--- config.mk ---
export PLATFORM = sky130hd
export DESIGN_NAME = cksalu_div_step
export DESIGN_NICKNAME = d
export VERILOG_FILES = /design/src/hw/rtl/cksalu_div_step.sv
export SDC_FILE = /design/constraint.sdc
export NUM_CORES = 1
export LEC_CHECK = 0
export BUFFER_PORTS_ARGS = -buffer_cell sky130_fd_sc_hd__buf_2
export CAP_MARGIN = 20
export CORE_AREA = 2 2 149 151
export DETAILED_ROUTE_END_ITERATION = 10
export DIE_AREA = 0 0 151 153
export PLACE_DENSITY = 0.92
export SLEW_MARGIN = 10
export SYNTH_ARGS = -nofsm -noshare
export SYNTH_HDL_FRONTEND = slang
export SYNTH_SLANG_ARGS = --single-unit
--- constraint.sdc ---
create_clock -name clk -period 3.92 [get_ports clk]
set_clock_uncertainty 0.15 [all_clocks]
set_input_delay 0.196 -clock clk [delete_from_list [all_inputs] [get_ports clk]]
set_output_delay 0.196 -clock clk [all_outputs]
set_load 0.05 [all_outputs]
--- src/hw/rtl/cksalu_div_step.sv ---
module cksalu_div_step #(
	parameter int W = 64
) (
	input  logic         clk,
	input  logic         en,
	input  logic [W-1:0] rem,
	input  logic [W-1:0] dvd,
	input  logic [W-1:0] dvs,
	output logic [W-1:0] rem_q,
	output logic [W-1:0] dvd_q,
	output logic [W-1:0] dvs_q
);

	logic [W:0]   shifted;
	logic [W:0]   diff;
	logic         ge;

	// One restoring division step: bring in the next dividend bit and try to subtract.
	always_comb begin
		shifted = {rem, dvd[W-1]};
		diff    = shifted - {1'b0, dvs};
		ge      = ~diff[W];
	end

	always_ff @(posedge clk) begin
		if (en) begin
			rem_q <= ge ? diff[W-1:0] : shifted[W-1:0];
			dvd_q <= {dvd[W-2:0], ge};
			dvs_q <= dvs;
		end
	end

endmodule

==> flow_summary.json, run 1 <==
{
  "synth_seq_area_share_pct": 53.4,
  "first_global_vias": 10600,
  "cap_violations": 0,
  "fill_cells": 1385,
  "synth.area.top_cells": "edfxtp_1 53%, ha_1 7.4%, mux2_1 5.0%",
  "slowest_delay_ps": 560,
  "dpl.hpwl_um": 24200,
  "cts_tree": "done",
  "clkSinkCount": 192,
  "power_density_nw_per_um2": 438,
  "critPathCaptureType": "register",
  "core_sq_um": 21500,
  "synth_top_area_share_pct": 53.4,
  "crit_type": "in2reg",
  "htreeDepth": 4,
  "synth_area_sq_um": 10800,
  "critPathArrivalTime_ps": 3940,
  "synthArstFlopShare_pct": 0,
  "final_cells": 1808,
  "finalWeightedCongestion": 0.914,
  "wirelength_um": 37800,
  "syn_nets": 1193,
  "fmax_mhz": 256,
  "dr.pass1.iters": 8,
  "grt_util_all_layers_pct": 31.3,
  "die_x_um": 151,
  "tightest_slew_ps": 867,
  "min_period_ps": 3900,
  "setup_slack_ps": 21.0,
  "initialDrtViolationCount": 897,
  "holdCritPathClass": "in2reg",
  "grt_overflow": 0,
  "cp-start-kind": "input pin",
  "grt_max_degree": 98,
  "critPathMaxFanout": 6,
  "peakVddDrop_uv": 289,
  "cts_max_path_buffers": 2,
  "avgSynthCellArea_sq_um": 11.6,
  "route.vias.total": 10300,
  "detail_route.wl_per_cell_um": 20.9,
  "dp_cells": 1584,
  "drive_above_1_share_pct": 32.0,
  "grt_pass1_wl_um": 56000,
  "power_uw": 6940,
  "yosysTopAreaCell": "edfxtp_1",
  "drc_errors": 0,
  "ios": 386,
  "synth.yosys.warnings": 0,
  "yosys_most_used_dff": "edfxtp_1",
  "fin_crit_sh_pct": 99.5,
  "cp.required_ps": 3960,
  "p_leak_uw": 0.00704,
  "slew_headroom_pct": 42.2,
  "place_area_sq_um": 13100,
  "syn_inst": 934,
  "viasPerCell": 5.69,
  "final_area_sq_um": 15800,
  "min_from": "rem[45]",
  "die_h_um": 153,
  "crit_slowest_cell": "or4b_4",
  "rows": 54,
  "path_cells": "dlygate4sd3_1 -> buf_2 -> inv_1 -> ha_4 -> nand2_2 -> nor2_1 -> or4b_4 -> or4b_4 -> a311o_1 -> a211oi_4 -> o21ai_2 -> mux2i_1 -> mux2_1",
  "start_util_pct": 50.3,
  "port-buffer-count": 385,
  "synth-edff-count": 192,
  "finish.net_count": 1774,
  "clk_pin_slew_ps": 80,
  "cts_root_buffer": "clkbuf_16",
  "setup_viol": 0,
  "min_to": "rem_q[46]",
  "place_ws_ps": 30.9,
  "status": "completed",
  "synthDistinctLibCells": 71,
  "path_common_cell": "or4b_4",
  "finalMaxSlewViolations": 0,
  "numCtsBuffers": 17,
  "antenna_found_initial": 0,
  "hold_violations": 0,
  "setup_tns_ps": 0,
  "insertedDiodeCount": 0,
  "die_area_sq_um": 23100,
  "antenna_left": 0,
  "synth-seq-cells": 192,
  "min_path_cells": 3,
  "area.growth.synth_to_final_pct": 46.7
}
## synth_stat cells, drive strengths merged (10+ instances only)
library cell and count:
a21o 32, o21bai 15, o21ai 36, nand4 22, ha 64, mux2 57
clkbuf 26, nor2 42, edfxtp 192, xnor2 34, xor2 23, a21oi 79
inv 88, nand2 62, nor2b 11, nand3 10
## worst max path at each step
stage | start | to | slack, ps | cells past startpoint
4_1_cts | rem[20] | rem_q[59] | 20 | 12
3_3_place_gp | dvs[24] | rem_q[59] | 50 | 12
5_1_grt | dvs[22] | rem_q[59] | -20 | 13
3_5_place_dp | dvs[24] | rem_q[59] | 30 | 12
6_report | dvs[21] | rem_q[59] | 20 | 13
2_1_floorplan | dvs[26] | rem_q[59] | 560 | 10
## repair_timing
item                                   4_1_cts  5_1_grt
hold buffers                               187        0
setup buffers                                0        3
endpoints found under the hold margin      187        0
setup endpoints to repair                    0       57
gates resized for setup                      0       38
## through the flow
step | utilization [%] | hold WS [ps]
2_1_floorplan | - | 145
3_3_place_gp | 61.1 | 223
3_5_place_dp | 61.1 | 224
4_1_cts | 72.7 | 1.61
5_1_grt | 73.7 | 24.3
6_report | 73.7 | 21.9
## routing by layer
metal | wire (um) | up-vias | global-route usage, %
li1 | - | 4638 | -
met1 | 13600 | 4857 | 35.1
met2 | 18800 | 639 | 55.0
met3 | 3140 | 161 | 6.39
met4 | 2260 | 0 | 17.2
met5 | 0 | - | 0
## layout make-up
cell class | instances | area (sq um) | area share (%)
clock buffer | 18 | 429 | 2.71
sequential | 192 | 5770 | 36.4
clock inverter | 14 | 189 | 1.19
inverter | 88 | 333 | 2.10
tap | 280 | 350 | 2.21
timing repair buffer | 595 | 4050 | 25.6
multi-input combinational | 621 | 4730 | 29.8
## worst max-delay path: cells and delay by family
kind	cells	cell delay, ps
adders and majority gates	1	240
muxes	2	460
buffers and inverters	3	810
AOI/OAI and AO/OA	3	1010
and+or+nand+nor	4	1220
## state kept, by name, summed over array words and instances, names as in the netlist
register / flops
dvd_q: 64
rem_q: 64
dvs_q: 64
## cells by family after synthesis
group | count (synthesis) | synth area share [%]
AOI/OAI and AO/OA | 236 | 14.3
xor gates and xnor gates | 57 | 4.62
adders and majority gates | 65 | 7.60
buffers and inverters | 121 | 4.31
DFF | 192 | 53.4
muxes | 63 | 6.53
and+or+nand+nor | 200 | 9.31
## cells in the final DEF (no fill, tap or decap), drive strengths merged, types with 6 or more instances in the layout
cell type / n
a211oi: 6
a21o: 32
a21oi: 79
a31oi: 8
and3: 9
buf: 405
clkbuf: 21
clkinv: 6
dlygate4sd3: 187
edfxtp: 192
ha: 64
inv: 95
mux2: 57
mux2i: 6
nand2: 62
nand2b: 8
nand3: 10
nand4: 22
nor2: 42
nor2b: 11
nor3: 8
o21a: 6
o21ai: 36
o21bai: 15
or2: 7
xnor2: 34
xor2: 23
## power by group
group,leakage [uW],internal (uW),total (uW),switching (uW)
registers,0.00188,2550,2630,81.8
clock network,0.000300,928,1850,923
logic,0.00486,811,2460,1650
No activity file was read; power rests on OpenSTA's default activity.
==> run 2: changes to the inputs <==
--- a/config.mk
+++ b/config.mk
@@ -5,12 +5,12 @@
 export SDC_FILE = /design/constraint.sdc
 export NUM_CORES = 1
 export LEC_CHECK = 0
+export ABC_AREA = 1
 export BUFFER_PORTS_ARGS = -buffer_cell sky130_fd_sc_hd__buf_2
 export CAP_MARGIN = 20
-export CORE_AREA = 2 2 149 151
+export CORE_UTILIZATION = 53
 export DETAILED_ROUTE_END_ITERATION = 10
-export DIE_AREA = 0 0 151 153
-export PLACE_DENSITY = 0.92
+export PLACE_DENSITY = 0.93
 export SLEW_MARGIN = 10
 export SYNTH_ARGS = -nofsm -noshare
 export SYNTH_HDL_FRONTEND = slang
==> constraint.sdc (replaced) <==
create_clock -name clk -period 3.8 [get_ports clk]
set_clock_uncertainty 0.15 [all_clocks]
set_input_delay 0.19 -clock clk [delete_from_list [all_inputs] [get_ports clk]]
set_output_delay 0.19 -clock clk [all_outputs]
set_load 0.05 [all_outputs]
==> run 2 against run 1 <==
Effect of this change: combinational power grew 6%; sequential power grew 2%; hold slack gained 180 ps; critical path type unchanged.
==> flow_summary.json, run 2 <==
{
  "finish.net_count": 2640,
  "initialDrtViolationCount": 1515,
  "post_cts_buffers": 0,
  "synthDistinctLibCells": 31,
  "first_global_vias": 14200,
  "cts_root_buffer": "clkbuf_16",
  "dp_cells": 2490,
  "slowest_delay_ps": 560,
  "top_regs": "dvd_q x64, dvs_q x64, rem_q x64",
  "synth-edff-count": 192,
  "htreeDepth": 4,
  "cp.required_ps": 3900,
  "peakVddDrop_uv": 332,
  "final_cells": 2716,
  "final_cell_mix": "788 x nand2_1, 388 x inv_1, 384 x buf_2",
  "syn_inst": 1796,
  "synth.area.top_cells": "edfxtp_1 44%, nand2_1 23%, inv_1 11%",
  "wirelength_um": 52600,
  "slew_headroom_pct": 46.8,
  "fin_util_pct": 74.8,
  "cp-start-kind": "input pin",
  "area.growth.synth_to_final_pct": 36.7,
  "setup_tns_ps": 0,
  "grt_overflow": 0,
  "fmax_mhz": 285,
  "grt_pass1_wl_um": 77900,
  "p_leak_uw": 0.00980,
  "post_cts_resized": 0,
  "place_ws_ps": 552,
  "numCtsBuffers": 17,
  "cap_violations": 0,
  "critPathMaxFanout": 64,
  "ctsHoldBuffers": 191,
  "setup_viol": 0,
  "port-buffer-count": 385,
  "clk_pin_slew_ps": 80,
  "holdCritPathClass": "in2reg",
  "finalWeightedCongestion": 0.955,
  "power_density_nw_per_um2": 405,
  "start_util_pct": 54.7,
  "cts_tree": "done",
  "tightest_slew_ps": 798,
  "rows": 56,
  "die_area_sq_um": 25100,
  "synth_area_sq_um": 13000,
  "critPathArrivalTime_ps": 3620,
  "die_x_um": 159,
  "hold_violations": 0,
  "ios": 386,
  "dr.pass1.iters": 9,
  "netlist_top_cells_count": "788 x nand2_1, 388 x inv_1, 192 x edfxtp_1, 103 x nor2_1, 70 x nand3_1",
  "synth-seq-cells": 192,
  "finalMaxSlewViolations": 0,
  "fin_crit_sh_pct": 92.5,
  "avgSynthCellArea_sq_um": 7.23,
  "antenna_left": 0,
  "drc_errors": 0,
  "syn_nets": 2055,
  "yosys.cell_count.top_type": "nand2_1",
  "antenna_found_initial": 5,
  "viasPerCell": 5.31,
  "die_h_um": 159,
  "yosysTopAreaCell": "edfxtp_1",
  "final_common_cell": "nand2_1",
  "synth_seq_area_share_pct": 44.4,
  "synthArstFlopShare_pct": 0,
  "status": "completed",
  "path_cells": "dlygate4sd3_1 -> buf_2 -> inv_1 -> ha_1 -> fa_1 -> inv_1 -> nand2_1 -> nand2_1 -> nand3_1 -> nand2_2 -> nand2_1 -> nand2_2 -> nand2_1 -> nand2_2 -> nand2_2 -> nand2_2 -> nand2_2 -> nand2_4 -> nand2_1 -> nand2_1",
  "crit_type": "in2reg",
  "core_sq_um": 23800,
  "cts_max_path_buffers": 2,
  "grt_max_degree": 81,
  "crit_slowest_cell": "nand2_4",
  "setup_slack_ps": 285,
  "dpl.hpwl_um": 35700,
  "drive_above_1_share_pct": 19.3,
  "critPathCaptureType": "register",
  "min_period_ps": 3510,
  "synth_top_area_share_pct": 44.4,
  "clkSinkCount": 192,
  "rsz0062_at_grt": "no",
  "route.vias.total": 14400,
  "synth.yosys.warnings": 0,
  "detail_route.wl_per_cell_um": 19.4,
  "grt_util_all_layers_pct": 42.5,
  "power_uw": 7200,
  "yosys_most_used_dff": "edfxtp_1"
}
==> run 2: changes by cell type after synthesis, moves of 11 or more <==
cell      previous run  this run
a21o_1              32         0
a21oi_1             78        53
clkbuf_1            26         0
inv_1               87       388
mux2_1              48         0
nand2_1             62       788
nand2_2              0        29
nand3_1             10        70
nor2_1              42       103
nor2b_1             11         0
o21ai_0             19         4
o21ai_1             17         0
xnor2_1             34         1
==> run 2: final timing paths <==
check,from,end,slack (ps),cells after the start
worst max-delay path,dvd[63],rem_q[21],290,20
worst min-delay path,en,rem_q[54],200,1
==> run 2: per-layer routing <==
metal | vias to the layer above | wire, um | GRT usage (%)
li1 | 6654 | - | -
met1 | 6509 | 18400 | 46.8
met2 | 978 | 25300 | 72.5
met3 | 287 | 5400 | 11.8
met4 | 4 | 3450 | 26.4
met5 | - | 29 | 0
==> run 2: power by group <==
group	internal (uW)	switching, uW
clock	903	1010
sequential	2600	77.8
combinational	713	1890
total	4210	2990
==> run 2: layout make-up <==
type                            instances  area, sq um
Antenna cell                            3         7.51
Clock buffer                           17          425
Clock inverter                         15          184
Fill cell                            1629         5990
Inverter                              393         1480
Multi-Input combinational cell       1198         5610
Sequential cell                       192         5770
Tap cell                              319          399
Timing Repair Buffer                  579         3890
==> run 2: critical path: cells and delay by family <==
| kind | cells | cell delay (ps) |
|---|---|---|
| adder cells (fa/ha/maj) | 2 | 670 |
| buffers and inverters | 4 | 780 |
| AND/OR/NAND/NOR | 14 | 1930 |
==> run 2: kinds of logic (layout without fill, tap and decap cells) <==
logic type               Yosys count  in the layout  share of synthesized area, %
AND/OR/NAND/NOR                 1037           1037                          32.1
buffers and inverters            406           1004                          12.4
flip-flops                       192            192                          44.4
adder cells (fa/ha/maj)           65             65                          6.32
AO/OA/AOI/OAI                     65             65                          2.66
XOR/XNOR                          31             31                          2.09
other                              0              3                             0
==> run 2: per-stage QoR <==
step	area [sq um]	hold WS [ps]
2_1_floorplan	13000	139
3_3_place_gp	15200	217
3_5_place_dp	15200	218
4_1_cts	17800	215
5_1_grt	17800	237
6_report	17800	202
==> run 3: changes to the inputs <==
--- a/config.mk
+++ b/config.mk
@@ -5,12 +5,13 @@
 export SDC_FILE = /design/constraint.sdc
 export NUM_CORES = 1
 export LEC_CHECK = 0
-export ABC_AREA = 1
+export ABC_AREA = 0
 export BUFFER_PORTS_ARGS = -buffer_cell sky130_fd_sc_hd__buf_2
 export CAP_MARGIN = 20
-export CORE_UTILIZATION = 53
+export CORE_AREA = 2 2 149 151
 export DETAILED_ROUTE_END_ITERATION = 10
-export PLACE_DENSITY = 0.93
+export DIE_AREA = 0 0 151 153
+export PLACE_DENSITY = 0.92
 export SLEW_MARGIN = 10
 export SYNTH_ARGS = -nofsm -noshare
 export SYNTH_HDL_FRONTEND = slang
==> run 3 against run 2 <==
Effect of this change: sequential power rose by 1%; largest cell class unchanged; setup slack got worse by 270 ps; sequential cell count did not move; first-iteration DRC count fell by 37%; global-route usage fell by 11 points; fmax fell by 7.2%.
==> flow_summary.json, run 3 (same netlist as run 1, synthesis figures left out) <==
{
  "drc_errors": 0,
  "cap_violations": 0,
  "final_common_cell": "buf_2",
  "critPathArrivalTime_ps": 3830,
  "fin_util_pct": 74.3,
  "critPathCaptureType": "register",
  "finalWeightedCongestion": 0.942,
  "min_to": "rem_q[44]",
  "crit_type": "in2reg",
  "final_area_sq_um": 16000,
  "clk_pin_slew_ps": 90,
  "place_area_sq_um": 13200,
  "status": "completed",
  "rsz0062_at_grt": "yes",
  "start_util_pct": 50.3,
  "area.growth.synth_to_final_pct": 47.8,
  "cts_root_buffer": "clkbuf_16",
  "antenna_left": 0,
  "final_cell_mix": "383 x buf_2, 192 x edfxtp_1, 186 x dlygate4sd3_1",
  "fill_cells": 1383,
  "grt_pass1_wl_um": 55400,
  "min_path_cells": 3,
  "rows": 54,
  "path_common_cell": "or4b_4",
  "setup_viol": 0,
  "cts_max_path_buffers": 2,
  "ios": 386,
  "viasPerCell": 5.72,
  "slew_headroom_pct": 45.4,
  "port-buffer-count": 385,
  "numCtsBuffers": 17,
  "core_sq_um": 21500,
  "final_cells": 1814,
  "die_area_sq_um": 23100,
  "finish.net_count": 1776,
  "die_h_um": 153,
  "power_density_nw_per_um2": 451,
  "finalMaxSlewViolations": 0,
  "critPathMaxFanout": 5,
  "slowest_delay_ps": 570,
  "drive_above_1_share_pct": 32.6,
  "setup_tns_ps": 0,
  "top_regs": "dvd_q x64, dvs_q x64, rem_q x64",
  "holdCritPathClass": "in2reg",
  "min_period_ps": 3790,
  "htreeDepth": 4,
  "dr.pass1.iters": 6,
  "clkSinkCount": 192,
  "dp_cells": 1587,
  "route.vias.total": 10400,
  "cp-start-kind": "input pin",
  "path_cells": "dlygate4sd3_1 -> buf_2 -> ha_4 -> a21oi_4 -> nor2_1 -> or4b_4 -> or4b_4 -> a311o_1 -> a211oi_4 -> o21ai_2 -> mux2i_1 -> mux2_1",
  "grt_util_all_layers_pct": 31.1,
  "min_from": "rem[43]",
  "grt_max_degree": 86,
  "detail_route.wl_per_cell_um": 20.9,
  "tightest_slew_ps": 812,
  "cts_tree": "done",
  "whs_ps": 20.8,
  "antenna_found_initial": 3,
  "grt_overflow": 0,
  "p_leak_uw": 0.00705,
  "peakVddDrop_uv": 313,
  "crit_slowest_cell": "dlygate4sd3_1",
  "initialDrtViolationCount": 954,
  "fmax_mhz": 264,
  "cp.required_ps": 3840,
  "hold_violations": 0,
  "fin_crit_sh_pct": 99.7,
  "first_global_vias": 10500,
  "dpl.hpwl_um": 23800,
  "wirelength_um": 38000,
  "die_x_um": 151
}
-- run 3: what timing repair did --
action                     CTS  global route
setup buffers                0             4
setup endpoints to repair    0            56
hold endpoints to repair   186             0
hold buffers               186             0
gates resized for setup      0            55
-- run 3: power breakdown --
| part | switching (uW) | internal (uW) | leakage, uW | total [uW] |
|---|---|---|---|---|
| Combinational | 1720 | 859 | 0.00487 | 2580 |
| Sequential | 78.9 | 2630 | 0.00188 | 2710 |
| Clock | 961 | 961 | 0.000300 | 1920 |
| Total | 2760 | 4450 | 0.00705 | 7210 |
-- run 3: critical path, delay by kind of cell --
kind	cells	cell delay (ps)
mux	2	440
compound gates	4	1120
buf+inv	2	730
fa+ha+maj	1	180
simple gates	3	1160
-- run 3: metrics by stage --
step                power [uW]  worst slack, ps
finish                    7210             11.1
global route              7430            -95.0
CTS                       7020             10.8
detailed placement        4980             37.5
global placement          4940              105
floorplan                 4340              443
-- run 3: worst max-delay path by stage --
| stage | startpoint | end | slack (ps) |
|---|---|---|---|
| after floorplan | dvs[26] | rem_q[59] | 440 |
| after global placement | dvs[24] | rem_q[59] | 100 |
| after detailed placement | dvs[24] | rem_q[59] | 40 |
| after CTS | dvs[26] | rem_q[59] | 10 |
| after global routing | dvs[6] | rem_q[59] | -90 |
| final | rem[22] | rem_q[59] | 10 |
-- run 3: routing by layer --
layer  vias to the layer above  wire length [um]  GRT usage [%]
met5                         -                 0              0
met4                         0              2280           15.5
met3                       185              3330           7.07
met2                       672             18800           54.3
met1                      4882             13600           35.6
li1                       4644                 -              -
-- run 3: area by class of cell --
| type | instances | area, sq um | share of cell area (%) |
|---|---|---|---|
| flip-flops and latches | 192 | 5770 | 36.1 |
| multi-input cells | 621 | 4810 | 30.1 |
| clock inverters | 14 | 189 | 1.18 |
| well taps | 280 | 350 | 2.19 |
| clock buffers | 18 | 429 | 2.69 |
| diodes | 4 | 10.0 | 0.0627 |
| inverters | 88 | 335 | 2.10 |
| repair buffers | 597 | 4080 | 25.6 |
